### src/hw/rtl/integer_table_engine_with_sort_defines.svh
// assertion helpers for the integer table engine
`ifndef INTEGER_TABLE_ENGINE_WITH_SORT_DEFINES_SVH
`define INTEGER_TABLE_ENGINE_WITH_SORT_DEFINES_SVH

// same-cycle implication, sampled on clk, off while in reset
`define ITE_ASSERT_NOW(lbl, ante, cons) \
	lbl: assert property (@(posedge clk) disable iff (!arst_n) (ante) |-> (cons)) \
		else $error("ite assertion failed");

// next-cycle implication, sampled on clk, off while in reset
`define ITE_ASSERT_NEXT(lbl, ante, cons) \
	lbl: assert property (@(posedge clk) disable iff (!arst_n) (ante) |=> (cons)) \
		else $error("ite assertion failed");

`endif

### src/hw/rtl/ite_pkg.sv
`timescale 1ns / 1ps

package ite_pkg;

	localparam int DEPTH   = 32;
	localparam int ADDR_W  = (DEPTH > 1) ? $clog2(DEPTH) : 1;
	localparam int WORD_W  = 32;
	localparam int MAX_OUT = 32;

	localparam logic [ADDR_W-1:0] LAST_ADDR = ADDR_W'(DEPTH - 1);
	localparam logic [ADDR_W-1:0] LAST_PASS = ADDR_W'(DEPTH - 2);
	localparam logic [5:0]        COUNT_MAX = 6'd63;

	// request codes
	localparam logic [2:0] REQ_WRITE  = 3'd0;
	localparam logic [2:0] REQ_DELETE = 3'd1;
	localparam logic [2:0] REQ_SEARCH = 3'd2;
	localparam logic [2:0] REQ_READ   = 3'd3;
	localparam logic [2:0] REQ_SORT   = 3'd4;

	typedef struct packed {
		logic [2:0]         req_type;
		logic [4:0]         slot;
		logic signed [31:0] word;
	} req_t;

	typedef struct packed {
		logic [2:0]         kind;
		logic [4:0]         hit_slot;
		logic signed [31:0] read_word;
		logic [5:0]         match_count;
		logic               found;
		logic               last;
	} rsp_t;

	typedef struct packed {
		logic              we;
		logic [ADDR_W-1:0] waddr;
		logic [WORD_W-1:0] wdata;
		logic              re;
		logic [ADDR_W-1:0] raddr;
	} mem_req_t;

	typedef struct packed {
		logic eq;
		logic lt;
	} cmp_t;

	typedef enum logic [3:0] {
		ST_IDLE,
		ST_ACK,
		ST_READ,
		ST_DEL,
		ST_DEL_TOP,
		ST_COUNT,
		ST_EMIT,
		ST_SORT_LD,
		ST_SORT_RUN,
		ST_SORT_END
	} state_t;

endpackage

### src/hw/rtl/ite_mem.sv
`timescale 1ns / 1ps

module ite_mem (
	input  logic                                clk,
	input  logic                                arst_n,
	input  ite_pkg::mem_req_t                   port,
	output logic [ite_pkg::WORD_W-1:0]          rdata
);

	logic [ite_pkg::WORD_W-1:0] mem [ite_pkg::DEPTH];
	logic [ite_pkg::DEPTH-1:0]  vld_q;
	logic [ite_pkg::WORD_W-1:0] rd_q;
	logic                       rvld_q;

	// storage, no reset
	always_ff @(posedge clk) begin
		if (port.we) begin
			mem[port.waddr] <= port.wdata;
		end
		if (port.re) begin
			rd_q <= mem[port.raddr];
		end
	end

	// entries never written read as zero
	always_ff @(posedge clk or negedge arst_n) begin
		if (!arst_n) begin
			vld_q  <= '0;
			rvld_q <= 1'b0;
		end else begin
			if (port.we) begin
				vld_q[port.waddr] <= 1'b1;
			end
			if (port.re) begin
				rvld_q <= vld_q[port.raddr];
			end
		end
	end

	assign rdata = rvld_q ? rd_q : '0;

endmodule

### src/hw/rtl/ite_cmp.sv
`timescale 1ns / 1ps

module ite_cmp (
	input  logic [ite_pkg::WORD_W-1:0] a,
	input  logic [ite_pkg::WORD_W-1:0] b,
	output ite_pkg::cmp_t              res
);

	// single shared comparator: equality and signed less-than
	always_comb begin
		res.eq = (a == b);
		res.lt = ($signed(a) < $signed(b));
	end

endmodule

### src/hw/rtl/ite_seq.sv
`timescale 1ns / 1ps

module ite_seq (
	input  logic                       clk,
	input  logic                       arst_n,
	input  logic                       req_valid,
	output logic                       req_stall,
	input  ite_pkg::req_t              req,
	output logic                       rsp_valid,
	input  logic                       rsp_stall,
	output ite_pkg::rsp_t              rsp,
	output ite_pkg::mem_req_t          mem,
	input  logic [ite_pkg::WORD_W-1:0] rdata,
	output logic [ite_pkg::WORD_W-1:0] cmp_a,
	output logic [ite_pkg::WORD_W-1:0] cmp_b,
	input  ite_pkg::cmp_t              cmp
);

	ite_pkg::state_t             state_q, state_d;
	ite_pkg::req_t               req_q, req_d;
	logic [ite_pkg::ADDR_W-1:0]  idx_q, idx_d;
	logic [ite_pkg::ADDR_W-1:0]  pass_q, pass_d;
	logic [5:0]                  cnt_q, cnt_d;
	logic [5:0]                  emit_q, emit_d;
	logic [ite_pkg::WORD_W-1:0]  carry_q, carry_d;
	ite_pkg::rsp_t               rsp_q, rsp_d;
	logic                        rsp_valid_q, rsp_valid_d;

	logic                        out_free;
	logic                        in_range;
	logic [ite_pkg::ADDR_W-1:0]  slot_addr;
	logic [5:0]                  emit_next;
	logic                        emit_fin;

	assign out_free  = !rsp_valid_q || !rsp_stall;
	assign slot_addr = ite_pkg::ADDR_W'(req.slot);
	assign in_range  = (32'(req.slot) < 32'(ite_pkg::DEPTH));
	assign emit_next = emit_q + 6'd1;
	assign emit_fin  = (emit_next == cnt_q) || (emit_next == 6'(ite_pkg::MAX_OUT));

	always_ff @(posedge clk or negedge arst_n) begin
		if (!arst_n) begin
			state_q     <= ite_pkg::ST_IDLE;
			rsp_valid_q <= 1'b0;
		end else begin
			state_q     <= state_d;
			rsp_valid_q <= rsp_valid_d;
		end
	end

	always_ff @(posedge clk) begin
		req_q   <= req_d;
		idx_q   <= idx_d;
		pass_q  <= pass_d;
		cnt_q   <= cnt_d;
		emit_q  <= emit_d;
		carry_q <= carry_d;
		rsp_q   <= rsp_d;
	end

	always_comb begin
		state_d     = state_q;
		req_d       = req_q;
		idx_d       = idx_q;
		pass_d      = pass_q;
		cnt_d       = cnt_q;
		emit_d      = emit_q;
		carry_d     = carry_q;
		rsp_d       = rsp_q;
		rsp_valid_d = rsp_valid_q && rsp_stall;
		mem         = '0;
		cmp_a       = rdata;
		cmp_b       = req_q.word;
		req_stall   = (state_q != ite_pkg::ST_IDLE);

		unique case (state_q)
			ite_pkg::ST_IDLE: begin
				if (req_valid) begin
					req_d = req;
					idx_d = '0;
					unique case (req.req_type)
						ite_pkg::REQ_WRITE: begin
							mem.we    = in_range;
							mem.waddr = slot_addr;
							mem.wdata = req.word;
							state_d   = ite_pkg::ST_ACK;
						end
						ite_pkg::REQ_DELETE: begin
							if (!in_range) begin
								state_d = ite_pkg::ST_ACK;
							end else if (slot_addr == ite_pkg::LAST_ADDR) begin
								mem.we    = 1'b1;
								mem.waddr = ite_pkg::LAST_ADDR;
								state_d   = ite_pkg::ST_ACK;
							end else begin
								mem.re    = 1'b1;
								mem.raddr = slot_addr + 1'b1;
								idx_d     = slot_addr;
								state_d   = ite_pkg::ST_DEL;
							end
						end
						ite_pkg::REQ_SEARCH: begin
							mem.re  = 1'b1;
							cnt_d   = '0;
							state_d = ite_pkg::ST_COUNT;
						end
						ite_pkg::REQ_READ: begin
							if (in_range) begin
								mem.re    = 1'b1;
								mem.raddr = slot_addr;
								state_d   = ite_pkg::ST_READ;
							end else begin
								state_d = ite_pkg::ST_ACK;
							end
						end
						ite_pkg::REQ_SORT: begin
							mem.re  = 1'b1;
							pass_d  = '0;
							state_d = ite_pkg::ST_SORT_LD;
						end
						default: begin
							state_d = ite_pkg::ST_IDLE;
						end
					endcase
				end
			end

			ite_pkg::ST_ACK: begin
				if (out_free) begin
					rsp_d.kind        = req_q.req_type;
					rsp_d.hit_slot    = (req_q.req_type == ite_pkg::REQ_SEARCH ||
						req_q.req_type == ite_pkg::REQ_SORT) ? 5'd0 : req_q.slot;
					rsp_d.read_word   = '0;
					rsp_d.match_count = '0;
					rsp_d.found       = 1'b0;
					rsp_d.last        = 1'b1;
					rsp_valid_d       = 1'b1;
					state_d           = ite_pkg::ST_IDLE;
				end
			end

			ite_pkg::ST_READ: begin
				if (out_free) begin
					rsp_d.kind        = req_q.req_type;
					rsp_d.hit_slot    = req_q.slot;
					rsp_d.read_word   = rdata;
					rsp_d.match_count = '0;
					rsp_d.found       = 1'b1;
					rsp_d.last        = 1'b1;
					rsp_valid_d       = 1'b1;
					state_d           = ite_pkg::ST_IDLE;
				end
			end

			// entry idx+1 is on rdata, move it down one place
			ite_pkg::ST_DEL: begin
				mem.we    = 1'b1;
				mem.waddr = idx_q;
				mem.wdata = rdata;
				if (idx_q + 1'b1 == ite_pkg::LAST_ADDR) begin
					state_d = ite_pkg::ST_DEL_TOP;
				end else begin
					mem.re    = 1'b1;
					mem.raddr = idx_q + 2'd2;
					idx_d     = idx_q + 1'b1;
				end
			end

			ite_pkg::ST_DEL_TOP: begin
				mem.we    = 1'b1;
				mem.waddr = ite_pkg::LAST_ADDR;
				state_d   = ite_pkg::ST_ACK;
			end

			// first search pass: count matches
			ite_pkg::ST_COUNT: begin
				if (cmp.eq && cnt_q != ite_pkg::COUNT_MAX) begin
					cnt_d = cnt_q + 6'd1;
				end
				if (idx_q == ite_pkg::LAST_ADDR) begin
					if (cnt_d == '0) begin
						state_d = ite_pkg::ST_ACK;
					end else begin
						mem.re  = 1'b1;
						idx_d   = '0;
						emit_d  = '0;
						state_d = ite_pkg::ST_EMIT;
					end
				end else begin
					mem.re    = 1'b1;
					mem.raddr = idx_q + 1'b1;
					idx_d     = idx_q + 1'b1;
				end
			end

			// second search pass: one transaction per match
			ite_pkg::ST_EMIT: begin
				if (cmp.eq) begin
					if (out_free) begin
						rsp_d.kind        = req_q.req_type;
						rsp_d.hit_slot    = 5'(idx_q);
						rsp_d.read_word   = '0;
						rsp_d.match_count = emit_fin ? cnt_q : 6'd0;
						rsp_d.found       = 1'b1;
						rsp_d.last        = emit_fin;
						rsp_valid_d       = 1'b1;
						emit_d            = emit_next;
						if (emit_fin || idx_q == ite_pkg::LAST_ADDR) begin
							state_d = ite_pkg::ST_IDLE;
						end else begin
							mem.re    = 1'b1;
							mem.raddr = idx_q + 1'b1;
							idx_d     = idx_q + 1'b1;
						end
					end
				end else if (idx_q == ite_pkg::LAST_ADDR) begin
					state_d = ite_pkg::ST_IDLE;
				end else begin
					mem.re    = 1'b1;
					mem.raddr = idx_q + 1'b1;
					idx_d     = idx_q + 1'b1;
				end
			end

			ite_pkg::ST_SORT_LD: begin
				carry_d   = rdata;
				mem.re    = 1'b1;
				mem.raddr = ite_pkg::ADDR_W'(1);
				idx_d     = ite_pkg::ADDR_W'(1);
				state_d   = ite_pkg::ST_SORT_RUN;
			end

			// bubble pass: smaller goes down, carry the larger up
			ite_pkg::ST_SORT_RUN: begin
				cmp_b     = carry_q;
				mem.we    = 1'b1;
				mem.waddr = idx_q - 1'b1;
				mem.wdata = cmp.lt ? rdata : carry_q;
				carry_d   = cmp.lt ? carry_q : rdata;
				if (idx_q == ite_pkg::LAST_ADDR) begin
					state_d = ite_pkg::ST_SORT_END;
				end else begin
					mem.re    = 1'b1;
					mem.raddr = idx_q + 1'b1;
					idx_d     = idx_q + 1'b1;
				end
			end

			ite_pkg::ST_SORT_END: begin
				mem.we    = 1'b1;
				mem.waddr = ite_pkg::LAST_ADDR;
				mem.wdata = carry_q;
				if (pass_q == ite_pkg::LAST_PASS) begin
					state_d = ite_pkg::ST_ACK;
				end else begin
					pass_d  = pass_q + 1'b1;
					mem.re  = 1'b1;
					state_d = ite_pkg::ST_SORT_LD;
				end
			end

			default: begin
				state_d = ite_pkg::ST_IDLE;
			end
		endcase
	end

	assign rsp_valid = rsp_valid_q;
	assign rsp       = rsp_q;

endmodule

### src/hw/rtl/integer_table_engine_with_sort.sv
`timescale 1ns / 1ps
// integer table engine: a table of DEPTH signed 32-bit entries, zero after reset
// req channel (req_valid / req_stall / req): one transaction per request,
//   write, delete, search, read or sort; unknown request codes are dropped
// rsp channel (rsp_valid / rsp_stall / rsp): result transactions, last marks
//   the final one of a request; search gives one per matching slot, or one not-found
// one request at a time: req_stall stays high until the request is done
// write and read touch one entry; delete moves each entry above the slot
//   down one place and clears the top one; search is a counting walk, then
//   a reporting walk; sort runs (DEPTH-1) bubble passes over the table
// the walks step through the table, one entry a cycle unless a search
// report waits on a stalled receiver, using one read and one write port
// and the one shared comparator
// reset clears the table (per-entry valid flags) and the sequencer at once;
// no clearing pass is needed
// a stalled receiver holds the result register; the walk then waits on it
// and resumes with no transaction lost or repeated

`include "integer_table_engine_with_sort_defines.svh"

module integer_table_engine_with_sort (
	input  logic          clk,
	input  logic          arst_n,
	input  logic          req_valid,
	output logic          req_stall,
	input  ite_pkg::req_t req,
	output logic          rsp_valid,
	input  logic          rsp_stall,
	output ite_pkg::rsp_t rsp
);

	// table port requests from the sequencer
	ite_pkg::mem_req_t          mem_port;
	logic [ite_pkg::WORD_W-1:0] mem_rdata;

	// shared comparator operands and result
	logic [ite_pkg::WORD_W-1:0] cmp_a;
	logic [ite_pkg::WORD_W-1:0] cmp_b;
	ite_pkg::cmp_t              cmp_res;

	// table storage, registered read
	ite_mem u_mem (
		.clk    (clk),
		.arst_n (arst_n),
		.port   (mem_port),
		.rdata  (mem_rdata)
	);

	// compare unit used by search (equality) and sort (signed order)
	ite_cmp u_cmp (
		.a   (cmp_a),
		.b   (cmp_b),
		.res (cmp_res)
	);

	// sequencer with the result register
	ite_seq u_seq (
		.clk       (clk),
		.arst_n    (arst_n),
		.req_valid (req_valid),
		.req_stall (req_stall),
		.req       (req),
		.rsp_valid (rsp_valid),
		.rsp_stall (rsp_stall),
		.rsp       (rsp),
		.mem       (mem_port),
		.rdata     (mem_rdata),
		.cmp_a     (cmp_a),
		.cmp_b     (cmp_b),
		.cmp       (cmp_res)
	);

	// an accepted known request leaves the block busy in the cycle after
	`ITE_ASSERT_NEXT(a_busy_after_req, req_valid && !req_stall && req.req_type <= ite_pkg::REQ_SORT, req_stall)

	// every non-search result is a single final transaction with no count
	`ITE_ASSERT_NOW(a_single_ack, rsp_valid && rsp.kind != ite_pkg::REQ_SEARCH, rsp.last && rsp.match_count == 6'd0)

	// a final search hit always reports a nonzero count
	`ITE_ASSERT_NOW(a_search_count, rsp_valid && rsp.kind == ite_pkg::REQ_SEARCH && rsp.found && rsp.last, rsp.match_count != 6'd0)

endmodule

### config.mk
export PLATFORM = sky130hd
export DESIGN_NAME = integer_table_engine_with_sort
export DESIGN_NICKNAME = d
export VERILOG_FILES = /design/src/hw/rtl/ite_pkg.sv /design/src/hw/rtl/ite_mem.sv /design/src/hw/rtl/ite_cmp.sv /design/src/hw/rtl/ite_seq.sv /design/src/hw/rtl/integer_table_engine_with_sort.sv
export VERILOG_INCLUDE_DIRS = /design/src /design/src/hw/rtl
export SDC_FILE = /design/constraint.sdc
export NUM_CORES = 1
export LEC_CHECK = 0
export BUFFER_PORTS_ARGS = -buffer_cell sky130_fd_sc_hd__buf_2
export CAP_MARGIN = 40
export CORE_AREA = 2 2 320 322
export DETAILED_ROUTE_END_ITERATION = 6
export DIE_AREA = 0 0 322 324
export PLACE_DENSITY = 0.71
export SYNTH_ARGS = -nofsm -noshare
export SYNTH_HDL_FRONTEND = slang
export SYNTH_HIERARCHICAL = 1
export SYNTH_SLANG_ARGS = --single-unit
export TNS_END_PERCENT = 50
### constraint.sdc
create_clock -name clk -period 5.8 [get_ports clk]
set_clock_uncertainty 0.2 [all_clocks]
set_input_delay 0.29 -clock clk [delete_from_list [all_inputs] [get_ports clk]]
set_output_delay 0.29 -clock clk [all_outputs]
set_load 0.01 [all_outputs]
* Word level (Yosys, flattened, before mapping)
Memory sizes are Yosys's and may differ from the RTL's. A register that Yosys moved wholly into a read port is not among the register bits.
Cells that the tools add are included.
** Operators by class
- Add/sub/neg operators :: 7
- Multiply operators :: 0
- Div/mod/pow operators :: 0
- $lt $le $gt $ge :: 4
- Eq/ne operators :: 43
- Shifts and indexed selects :: 0
- Mux-type cells :: 80
- Bitwise gates (word level) :: 1
- Reduce and logical (&&, ||, !) cells :: 30
** Operators by type and width (count)
- 48-bit two-way mux :: 4
- 32-bit two-way mux :: 5
- 48-bit case mux with 3 select lines :: 1
- 32-bit case mux with 4 select lines :: 1
- 6-bit two-way mux :: 16
- 5-bit two-way mux :: 15
- 32-bit case mux with 2 select lines :: 1
- 5-bit case mux with 6 select lines :: 2
- 44-bit two-way mux :: 1
- 4-bit two-way mux :: 9
- 4-bit case mux with 9 select lines :: 1
- 6-bit case mux with 2 select lines :: 3
- 32-bit equality test :: 1
- 32-bit < comparator :: 1
- 32-bit OR :: 1
- 6-bit case mux with 4 select lines :: 1
- 5-bit equality test (second input constant) :: 4
- 5-bit case mux with 2 select lines :: 2
- 4-bit by 3-bit equality test with 1-bit output (second input constant) :: 4
- 2-bit by 1-bit inequality test with 1-bit output (second input constant) :: 8
- 5-bit by 1-bit adder with 5-bit output (second input constant) :: 3
- 3-bit case mux with 5 select lines :: 1
- 2-bit inequality test (second input constant) :: 7
- 6-bit by 1-bit adder with 6-bit output (second input constant) :: 2
- other kinds (40) :: 71
** Storage, ports and cells
- Register bits after elaboration :: 180
- Latch bits :: 0
- Memory bits (writable) :: 1024
- ROM bits :: 0
- Input port bits :: 44
- Output and inout bits :: 50
- Logic and storage cells :: 184
- Memories :: 1
** Memory list
- u_mem.mem :: words 32, width 32, read ports 1, clocked after Yosys merged registers in 1, wr ports 1, line ite_mem.sv:10 : logic [ite_pkg::WORD_W-1:0] mem [ite_pkg::DEPTH];

* Longest topological paths before layout
Gate-level depths: netlist of the first run.
- Word-level depth :: 10
- Gate-level depth with buffers :: 26
- Gate-level depth less buffers :: 19

* Modules after synthesis
The synthesis of the first run kept the hierarchy.
** By module, submodules not included
- ite_mem :: instances 1, cells each 1675, area an instance 41416.0 sq um, seq. area each 32536.2 sq um
- ite_seq :: instances 1, cells each 714, area an instance 7728.7 sq um, seq. area each 4389.2 sq um
- ite_cmp :: instances 1, cells each 113, area an instance 820.8 sq um, seq. area each 0.0 sq um

* Worst setup path before layout of the first run
OpenSTA, ideal clock, no wires.
- Path kind :: reg-to-reg
- Start point :: register u_seq.state_q[2]
- End point :: register u_seq/carry_q[0] (netlist bit), enable pin
- Setup time :: 0.466 ns
- Arrival :: 5.010 ns
- Required time :: 5.134 ns
- Setup slack :: 0.125 ns
- Stages on the path, launching flop included :: 16
- Buffers on the path :: 3
- Clock period less this slack :: 5.675 ns
- Path through :: dfrtp_1 buf_2 nand2b_1 nand2b_1 clkbuf_1 buf_1 nand2_1 nand2_1 inv_1 ha_1 nand4_1 nor4_2 a21boi_2 o31a_1 o22ai_2 o21ai_0
** RTL lines
- from (decl) :: line ite_seq.sv:19 : ite_pkg::state_t state_q, state_d;
- from (signal assigned) :: line ite_seq.sv:43 : state_q <= ite_pkg::ST_IDLE;
- from (signal assigned) :: line ite_seq.sv:46 : state_q <= state_d;
- to (signal assigned) :: line ite_seq.sv:57 : carry_q <= carry_d;
- to (decl) :: line ite_seq.sv:25 : logic [ite_pkg::WORD_W-1:0] carry_q, carry_d;

==> impl_results.html, run 1 <==
<table>
<tr><th>Metric</th><th>Value</th></tr>
<tr><th colspan="2">Synthesis</th></tr>
<tr><td>Synthesized Nets</td><td>between 2000 and 3000</td></tr>
<tr><td>Post-synth cell types</td><td>70</td></tr>
<tr><td>Register bit count reported by yosys</td><td>1236</td></tr>
<tr><td>Number of enable flip-flop cells after synthesis</td><td>1198</td></tr>
<tr><td>Ys Warns</td><td>6</td></tr>
<tr><td>Avg Inst Size Synth</td><td>about 20 sq um</td></tr>
<tr><td>Number of instances in the synthesized netlist</td><td>roughly 2500</td></tr>
<tr><td>Post-synthesis instance area</td><td>0.0500 sq mm</td></tr>
<tr><td>FFs w/ async S/R, synth</td><td>3.07%</td></tr>
<tr><td>Ys flop type</td><td>edfxtp_1</td></tr>
<tr><td>Fraction of the yosys area taken by sequential cells</td><td>73.9%</td></tr>
<tr><th colspan="2">STA</th></tr>
<tr><td>Transition time at the pin with the least slew margin</td><td>957 ps</td></tr>
<tr><td>Setup slack after layout</td><td>about 210 ps</td></tr>
<tr><td>Slew Limit Fails</td><td>0</td></tr>
<tr><td>Min Clock Period, post-route</td><td>5590 ps</td></tr>
<tr><td>Timing-limited maximum frequency</td><td>about 0.18 GHz</td></tr>
<tr><td>Setup-failing EPs final</td><td>0</td></tr>
<tr><td>Worst relative slew slack</td><td>36.0%</td></tr>
<tr><td>Setup repair after global routing missed its margin</td><td>false</td></tr>
<tr><td>Hold violation total from the final report</td><td>0</td></tr>
<tr><td>Tcrit/Tclk final</td><td>96.4%</td></tr>
<tr><td>Final-layout setup total negative slack</td><td>0 ps</td></tr>
<tr><th colspan="2">Route</th></tr>
<tr><td>DRT Wirelength</td><td>approximately 120000 um</td></tr>
<tr><td>Vias</td><td>25900</td></tr>
<tr><td>Vias per std cell</td><td>6.26</td></tr>
<tr><td>Average detailed-routed wire length per instance</td><td>29.9 um</td></tr>
<tr><td>Pre-antenna DRT Iters</td><td>6</td></tr>
<tr><td>Post-route DRC violation count</td><td>0</td></tr>
<tr><td>Residual antenna-violating net count after detailed routing</td><td>0</td></tr>
<tr><td>Iter 0 DRT Violations</td><td>between 3000 and 4000</td></tr>
<tr><th colspan="2">Worst setup path</th></tr>
<tr><td>Number of buffer and inverter stages on the critical path</td><td>4</td></tr>
<tr><td>Cell family contributing the most delay on the critical path</td><td>simple AND/OR/NAND/NOR gates</td></tr>
<tr><td>Crit-path max FO</td><td>57</td></tr>
<tr><td>Cell-by-cell listing of the critical path</td><td>nand2b_1 -&gt; nand2b_1 -&gt; buf_12 -&gt; nand2_1 -&gt; nand2_1 -&gt; inv_1 -&gt; ha_1 -&gt; nand4_1 -&gt; nor4_2 -&gt; nand2_1 -&gt; nor2_2 -&gt; o211a_1 -&gt; nor2_1 -&gt; nor2_1 -&gt; o221ai_4 -&gt; buf_12 -&gt; buf_12 -&gt; mux4_2 -&gt; mux4_2 -&gt; mux2_2</td></tr>
<tr><td>Worst EP arrival</td><td>5840 ps</td></tr>
<tr><td>CP Capture Type</td><td>flip-flop</td></tr>
<tr><td>Cell count along the critical path</td><td>20</td></tr>
<tr><td>Crit path largest cell delay</td><td>a little over 500 ps</td></tr>
<tr><td>Worst-case reg-to-reg path depth</td><td>20</td></tr>
<tr><td>Required time at the worst-slack endpoint</td><td>6050 ps</td></tr>
<tr><td>Cell at the slowest stage of the critical path</td><td>mux4_2</td></tr>
<tr><td>Setup Crit Path Kind</td><td>flip-flop to flip-flop</td></tr>
<tr><td>Kind of start point of the critical path</td><td>flip-flop</td></tr>
<tr><th colspan="2">Final layout</th></tr>
<tr><td>Register cell area after layout</td><td>0.0369 sq mm</td></tr>
<tr><td>Layout overhead on the synthesized area</td><td>15.5%</td></tr>
<tr><td>Most common cell after layout, fill and taps aside</td><td>edfxtp_1</td></tr>
<tr><td>Commonest cells after routing, fill and taps aside</td><td>1198 x edfxtp_1, 320 x mux4_2, 141 x nand2_1</td></tr>
<tr><td>Total number of nets in the final design</td><td>approximately 2800</td></tr>
<tr><td>Multi-input gate area in the final layout</td><td>0.0123 sq mm</td></tr>
<tr><td>Number of fill cells</td><td>7232</td></tr>
<tr><td>Share of post-route cells with drive strength above 1</td><td>29.1%</td></tr>
<tr><th colspan="2">Power and ir drop</th></tr>
<tr><td>Areal power density over the cells</td><td>~450 mW/mm^2</td></tr>
<tr><td>Total net switching power</td><td>7530 uW</td></tr>
<tr><td>Overall power consumption</td><td>approximately 26000 uW</td></tr>
<tr><td>Peak supply drop</td><td>0.000310 V</td></tr>
<tr><td>Static leakage</td><td>0.0177 uW</td></tr>
<tr><td>Clock group share of total power</td><td>between 20% and 30%</td></tr>
<tr><td>Sequential share of power</td><td>43.9%</td></tr>
<tr><td>Fraction of power spent switching nets</td><td>28.7%</td></tr>
<tr><td>Combinational share of power</td><td>between 20% and 30%</td></tr>
<tr><td>Internal Power</td><td>roughly 19000 uW</td></tr>
<tr><th colspan="2">Floorplan</th></tr>
<tr><td>Initial core utilization</td><td>between 40% and 50%</td></tr>
<tr><td>Total die area</td><td>about 0.10 sq mm</td></tr>
<tr><td>Number of top-level pins</td><td>94</td></tr>
<tr><td>Area of the core</td><td>0.101 sq mm</td></tr>
<tr><td>Vert. Die Dim</td><td>324 um</td></tr>
<tr><td>Total number of placement rows</td><td>117</td></tr>
<tr><td>Horizontal die dimension</td><td>between 300 and 400 um</td></tr>
<tr><th colspan="2">Place</th></tr>
<tr><td>Pre-CTS worst setup slack</td><td>158 ps</td></tr>
<tr><td>I/O Buffers</td><td>93</td></tr>
<tr><td>Placer Congestion</td><td>0.894</td></tr>
<tr><td>Estimated wirelength of the detail-placed design</td><td>70600 um</td></tr>
<tr><th colspan="2">Clocking</th></tr>
<tr><td>Worst skew pair latency</td><td>710 ps</td></tr>
<tr><td>Number of clock buffers inserted by TritonCTS</td><td>115</td></tr>
<tr><td>Setup Fix Bufs, Post-CTS</td><td>0</td></tr>
<tr><td>Total number of clock tree sinks</td><td>1236</td></tr>
<tr><td>Worst-path clk slew</td><td>70 ps</td></tr>
<tr><td>Cell at the root of the clock tree</td><td>clkbuf_16</td></tr>
<tr><td>CTS H-tree depth</td><td>3</td></tr>
<tr><td>Number of buffers between clock root and the deepest sink</td><td>3</td></tr>
<tr><td>Clock tree from TritonCTS</td><td>done</td></tr>
<tr><th colspan="2">Global routing</th></tr>
<tr><td>Largest net degree at the start of global routing</td><td>72</td></tr>
<tr><td>Wire length of the first global-routing pass</td><td>179000 um</td></tr>
<tr><td>Global routing usage summed across all routing layers</td><td>between 20% and 30%</td></tr>
<tr><td>Remaining global-route overflow</td><td>0</td></tr>
<tr><td>Number of antenna violations at the first check in global routing</td><td>0</td></tr>
<tr><td>Vias in the first global route</td><td>25800</td></tr>
<tr><th colspan="2">Status</th></tr>
<tr><td>Result of the run</td><td>finished clean</td></tr>
<tr><th colspan="2">Min path</th></tr>
<tr><td>Hold path depth</td><td>4</td></tr>
<tr><td>Min-Delay Path Class</td><td>input pin to flip-flop</td></tr>
<tr><th colspan="2">Flow run</th></tr>
<tr><td>Maximum capacitance violations</td><td>0</td></tr>
</table>
-- power groups by stage --
| stage | clock (uW) | sequential, uW | combinational [uW] |
|---|---|---|---|
| finish | 7700 | 11500 | 7010 |
| global route | 8150 | 11500 | 7500 |
| CTS | 7810 | 11500 | 7020 |
| detailed placement | 0 | 11700 | 6970 |
| global placement | 0 | 11700 | 6740 |
| floorplan | 0 | 11500 | 4790 |
-- area by class of cell --
cell class / instances / area share, %
flip-flops and latches: 1236 / 64.0
multi-input cells: 1037 / 21.3
clock buffers: 148 / 5.40
repair buffers: 256 / 4.64
well taps: 1309 / 2.84
clock inverters: 68 / 1.28
inverters: 78 / 0.507
diodes: 3 / 0.0130
-- kinds of logic after synthesis --
group	Yosys count	share of synthesized area, %
compound gates	161	2.36
buf+inv	229	2.18
xor+xnor	21	0.426
flops	1236	73.9
simple gates	433	4.33
fa+ha+maj	49	1.22
mux	373	15.6
-- layer usage --
metal  vias up  track usage (%)  part of all wire (%)
met4         0             8.30                   3.6
li1      10600                -                     -
met1     13600             33.0                    38
met5         -                0                     0
met2      1453             39.0                    49
met3       234             4.13                   9.4
-- synthesized netlist by cell type (9+ instances only) --
master	instances	area share [%]
a21oi_1	35	0.35
a222oi_1	32	0.64
and2_1	77	0.96
buf_2	29	0.29
buf_4	32	0.48
buf_6	10	0.23
clkbuf_1	72	0.54
dfrtp_1	38	1.9
edfxtp_1	1198	72
ha_1	48	1.2
inv_1	78	0.59
mux2_2	33	0.74
mux2i_1	18	0.36
mux4_2	320	14
nand2_1	142	1.1
nand2b_1	9	0.11
nand3_1	25	0.25
nand3b_1	12	0.18
nor2_1	80	0.60
nor3_1	13	0.13
o21ai_0	25	0.25
or2_2	33	0.41
xnor2_1	13	0.23
-- flip-flops by register name, summed over array words and instances, names as in the netlist --
name and count:
u_mem/vld_q 32, u_mem/rvld_q 1, u_seq/rsp 48, u_seq/rsp_valid 1, u_seq/pass_q 5, u_seq/state_q 4, u_mem/rd_q 32, u_mem/mem 1024
u_seq/req_q 40, u_seq/cnt_q 6, u_seq/idx_q 5, u_seq/emit_q 6, u_seq/carry_q 32
-- worst paths after layout --
path	startpoint	to	slack, ps
max in group asynchronous	arst_n	u_mem/vld_q[18]$_DFFE_PN0P_	4300
min reg2reg	u_mem/vld_q[2]$_DFFE_PN0P_	u_mem/vld_q[2]$_DFFE_PN0P_	270
min in group asynchronous	arst_n	u_mem/vld_q[23]$_DFFE_PN0P_	490
max	u_seq/state_q[3]$_DFFE_PN0P_	u_mem/rd_q[6]$_DFFE_PP_	210
min	req_valid	u_seq/pass_q[4]$_SDFFCE_PP0P_	110
max reg2reg	u_seq/state_q[3]$_DFFE_PN0P_	u_mem/rd_q[6]$_DFFE_PP_	210
-- worst min-delay path: cells and delay by family --
family | cells | cell delay [ps]
compound gates | 1 | 110
buf+inv | 2 | 290
simple gates | 1 | 130
-- repair_timing --
action	CTS	global route
resized for setup	0	2
hold buffers	44	0
endpoints found under the setup margin	0	29
endpoints found under the hold margin	91	0
-- stage by stage --
stage	hold slack, ps	instances	cell area, sq um	util [%]
finish	115	4135	57700	57.1
global route	101	4132	57700	57.1
CTS	68.2	4129	57600	57.0
detailed placement	-74.2	3869	53300	52.8
global placement	238	3857	53000	52.5
floorplan	-206	2502	50000	-
No activity file was read; power rests on OpenSTA's default activity.
==> inputs of run 2 (changes only) <==
- PLACE_DENSITY: 0.71 -> not set
- PLACE_DENSITY_LB_ADDON: not set -> 0.25
==> run 2 against run 1 <==
Die area is the same. Worst setup slack worse by 44 ps. Flip-flop and latch count stayed put. Hold slack worse by 4.7 ps. Core utilization grew 0.17 points. Critical path depth rose by 2. The flow now finishes with violations (design-rule violations). Clock-buffer cell count shrank 3. Clock power grew 0.8%. Register-to-register slack worse by 40 ps. Critical path type unchanged. Largest power group unchanged. Wire length increased by 1.1%. Cell count increased by 0.58%. Via count shrank 0.87%.
==> impl_results.html, run 2 (synthesis gave the netlist of run 1 again) <==
<table>
<tr><th>Metric</th><th>Value</th></tr>
<tr><th colspan="2">Status</th></tr>
<tr><td>Result of the run</td><td>complete, but fails checks</td></tr>
<tr><td>Failing checks</td><td>design-rule violations</td></tr>
<tr><th colspan="2">Route</th></tr>
<tr><td>Max Used Layer</td><td>met5</td></tr>
<tr><td>DR WL met2</td><td>62400 um</td></tr>
<tr><td>Iter 0 DRT Violations</td><td>2995</td></tr>
<tr><td>Vias</td><td>25700</td></tr>
<tr><td>Pre-antenna DRT Iters</td><td>7</td></tr>
<tr><td>Average detailed-routed wire length per instance</td><td>about 30 um</td></tr>
<tr><td>Routed length on met1</td><td>48800 um</td></tr>
<tr><td>Residual antenna-violating net count after detailed routing</td><td>0</td></tr>
<tr><td>Post-route DRC violation count</td><td>3</td></tr>
<tr><td>Met3 wire length</td><td>9240 um</td></tr>
<tr><td>Vias per std cell</td><td>6.17</td></tr>
<tr><td>DRT Wirelength</td><td>125000 um</td></tr>
<tr><th colspan="2">Floorplan</th></tr>
<tr><td>Initial core utilization</td><td>49.5%</td></tr>
<tr><td>Total number of placement rows</td><td>117</td></tr>
<tr><td>Area of the core</td><td>0.101 sq mm</td></tr>
<tr><td>Vert. Die Dim</td><td>324 um</td></tr>
<tr><td>Total die area</td><td>0.104 sq mm</td></tr>
<tr><td>Horizontal die dimension</td><td>~320 um</td></tr>
<tr><td>Number of top-level pins</td><td>94</td></tr>
<tr><th colspan="2">Global routing</th></tr>
<tr><td>Global routing usage summed across all routing layers</td><td>24.1%</td></tr>
<tr><td>Number of antenna violations at the first check in global routing</td><td>3</td></tr>
<tr><td>Vias in the first global route</td><td>between 20000 and 30000</td></tr>
<tr><td>Largest net degree at the start of global routing</td><td>65</td></tr>
<tr><td>Remaining global-route overflow</td><td>0</td></tr>
<tr><td>Wire length of the first global-routing pass</td><td>179000 um</td></tr>
<tr><th colspan="2">Worst setup path</th></tr>
<tr><td>Reg2Reg Setup Slack</td><td>160 ps</td></tr>
<tr><td>Worst EP arrival</td><td>a little under 6000 ps</td></tr>
<tr><td>Cell family contributing the most delay on the critical path</td><td>simple AND/OR/NAND/NOR gates</td></tr>
<tr><td>Terminus of the critical flop-to-flop path</td><td>u_mem/rd_q[13]$_DFFE_PP_</td></tr>
<tr><td>Cell at the slowest stage of the critical path</td><td>mux4_2</td></tr>
<tr><td>Number of buffer and inverter stages on the critical path</td><td>6</td></tr>
<tr><td>Required time at the worst-slack endpoint</td><td>6050 ps</td></tr>
<tr><td>Cell count along the critical path</td><td>22</td></tr>
<tr><td>Crit path largest cell delay</td><td>~500 ps</td></tr>
<tr><td>Setup Crit Path Kind</td><td>flip-flop to flip-flop</td></tr>
<tr><td>Worst-case reg-to-reg path depth</td><td>22</td></tr>
<tr><td>CP Capture Type</td><td>flip-flop</td></tr>
<tr><td>Cell-by-cell listing of the critical path</td><td>nand2b_1 -&gt; nor3_4 -&gt; buf_12 -&gt; buf_12 -&gt; nand2_1 -&gt; nand2_1 -&gt; inv_1 -&gt; ha_1 -&gt; nand4_2 -&gt; nor4_4 -&gt; nand2_1 -&gt; nor2_2 -&gt; buf_4 -&gt; o22ai_1 -&gt; and2_1 -&gt; a21oi_2 -&gt; nand2_4 -&gt; buf_12 -&gt; buf_16 -&gt; mux4_2 -&gt; mux4_2 -&gt; mux2_2</td></tr>
<tr><td>Reg-to-reg startpoint</td><td>u_seq/state_q[2]$_DFFE_PN0P_</td></tr>
<tr><td>Kind of start point of the critical path</td><td>flip-flop</td></tr>
<tr><td>Crit-path max FO</td><td>31</td></tr>
<tr><th colspan="2">Final layout</th></tr>
<tr><td>Number of fill cells</td><td>between 7000 and 8000</td></tr>
<tr><td>Commonest cells after routing, fill and taps aside</td><td>1198 x edfxtp_1, 320 x mux4_2, 141 x nand2_1</td></tr>
<tr><td>Layout overhead on the synthesized area</td><td>15.8%</td></tr>
<tr><td>Register name with the most flops</td><td>u_mem/mem</td></tr>
<tr><td>Flip-flop count of the largest register, all copies and words added</td><td>~1000</td></tr>
<tr><td>Share of post-route cells with drive strength above 1</td><td>between 30% and 40%</td></tr>
<tr><td>Total number of nets in the final design</td><td>2840</td></tr>
<tr><td>Multi-input gate area in the final layout</td><td>0.0123 sq mm</td></tr>
<tr><td>Most common cell after layout, fill and taps aside</td><td>edfxtp_1</td></tr>
<tr><td>Post-layout util</td><td>57.3%</td></tr>
<tr><td>Non-filler cells in the finished layout</td><td>just over 4000</td></tr>
<tr><td>Register cell area after layout</td><td>0.0369 sq mm</td></tr>
<tr><th colspan="2">Place</th></tr>
<tr><td>Estimated wirelength of the detail-placed design</td><td>70300 um</td></tr>
<tr><td>Placer Congestion</td><td>between 0.8 and 0.9</td></tr>
<tr><td>I/O Buffers</td><td>93</td></tr>
<tr><td>Number of placed instances with taps included</td><td>3887</td></tr>
<tr><th colspan="2">STA</th></tr>
<tr><td>Slew Limit Fails</td><td>0</td></tr>
<tr><td>Timing-limited maximum frequency</td><td>~0.18 GHz</td></tr>
<tr><td>Tcrit/Tclk final</td><td>between 90% and 100%</td></tr>
<tr><td>Min Clock Period, post-route</td><td>roughly 5600 ps</td></tr>
<tr><td>Setup-failing EPs final</td><td>0</td></tr>
<tr><td>Worst relative slew slack</td><td>33.5%</td></tr>
<tr><td>Transition time at the pin with the least slew margin</td><td>997 ps</td></tr>
<tr><td>Hold violation total from the final report</td><td>0</td></tr>
<tr><th colspan="2">Clocking</th></tr>
<tr><td>CTS H-tree depth</td><td>3</td></tr>
<tr><td>Clock tree from TritonCTS</td><td>done</td></tr>
<tr><td>Cell at the root of the clock tree</td><td>clkbuf_16</td></tr>
<tr><td>Total number of clock tree sinks</td><td>roughly 1200</td></tr>
<tr><td>Worst-path clk slew</td><td>70 ps</td></tr>
<tr><td>Number of clock buffers inserted by TritonCTS</td><td>120</td></tr>
<tr><td>Number of buffers between clock root and the deepest sink</td><td>3</td></tr>
<tr><td>Worst skew pair latency</td><td>720 ps</td></tr>
<tr><th colspan="2">Power and ir drop</th></tr>
<tr><td>Areal power density over the cells</td><td>455 mW/mm^2</td></tr>
<tr><td>Peak supply drop</td><td>approximately 0.00035 V</td></tr>
<tr><td>Static leakage</td><td>0.0179 uW</td></tr>
<tr><th colspan="2">Min path</th></tr>
<tr><td>Startpoint of the worst hold path</td><td>req[20]</td></tr>
<tr><td>Hold path depth</td><td>2</td></tr>
<tr><td>Min-Delay Path Class</td><td>input pin to flip-flop</td></tr>
<tr><td>Worst hold path endpoint</td><td>u_seq/req_q[20]$_DFFE_PP_</td></tr>
<tr><th colspan="2">Flow run</th></tr>
<tr><td>Maximum capacitance violations</td><td>0</td></tr>
</table>
run 2: area by class of cell:
type,instances,share of cell area (%)
antenna,4,0.0173
clock buffer,145,5.47
clock inverter,75,1.35
inverter,78,0.506
multi-input combinational,1037,21.3
sequential,1236,63.8
tap,1309,2.83
timing repair buffer,275,4.71
run 2: repair_timing:
| item | in CTS | in global routing |
|---|---|---|
| endpoints found under the hold margin | 85 | 0 |
| setup endpoints to repair | 0 | 32 |
| resized for setup | 0 | 7 |
| hold buffers | 43 | 0 |
| buffers inserted | 0 | 4 |
run 2: worst max path at each step:
stage | from | endpoint | slack (ps)
5_1_grt | u_seq/state_q[2]$_DFFE_PN0P_ | u_mem/rd_q[13]$_DFFE_PP_ | -30
3_5_place_dp | u_seq/state_q[2]$_DFFE_PN0P_ | u_mem/rd_q[7]$_DFFE_PP_ | 60
4_1_cts | u_seq/state_q[2]$_DFFE_PN0P_ | u_mem/rd_q[7]$_DFFE_PP_ | 20
3_3_place_gp | u_seq/state_q[2]$_DFFE_PN0P_ | u_mem/rd_q[30]$_DFFE_PP_ | -30
2_1_floorplan | u_seq/state_q[2]$_DFFE_PN0P_ | u_seq/carry_q[0]$_DFFE_PP_ | 120
6_report | u_seq/state_q[2]$_DFFE_PN0P_ | u_mem/rd_q[13]$_DFFE_PP_ | 160
run 2: where the power goes:
| group | total [uW] | internal, uW | switching [uW] |
|---|---|---|---|
| combinational | 7100 | 3170 | 3920 |
| sequential | 11500 | 11100 | 405 |
| clock | 7760 | 4470 | 3290 |
run 2: metal layers:
metal | up-vias | track usage [%]
met5 | - | 0
met4 | 4 | 8.54
met3 | 193 | 3.70
met2 | 1129 | 40.1
met1 | 13700 | 32.8
li1 | 10700 | -
run 2: stage by stage:
step / total power, uW / hold WS, ps / setup slack (ps) / cell area, sq um / TNS (ps)
2_1_floorplan: 16300 / -206 / 125 / 50000 / 0
6_report: 26300 / 110 / 164 / 57900 / 0
4_1_cts: 26500 / 75.2 / 21.5 / 57700 / 0
3_5_place_dp: 18700 / -73.5 / 61.2 / 53400 / 0
5_1_grt: 27400 / 94.1 / -34.2 / 57900 / -74.4
3_3_place_gp: 18500 / 237 / -29.1 / 53100 / -89.3
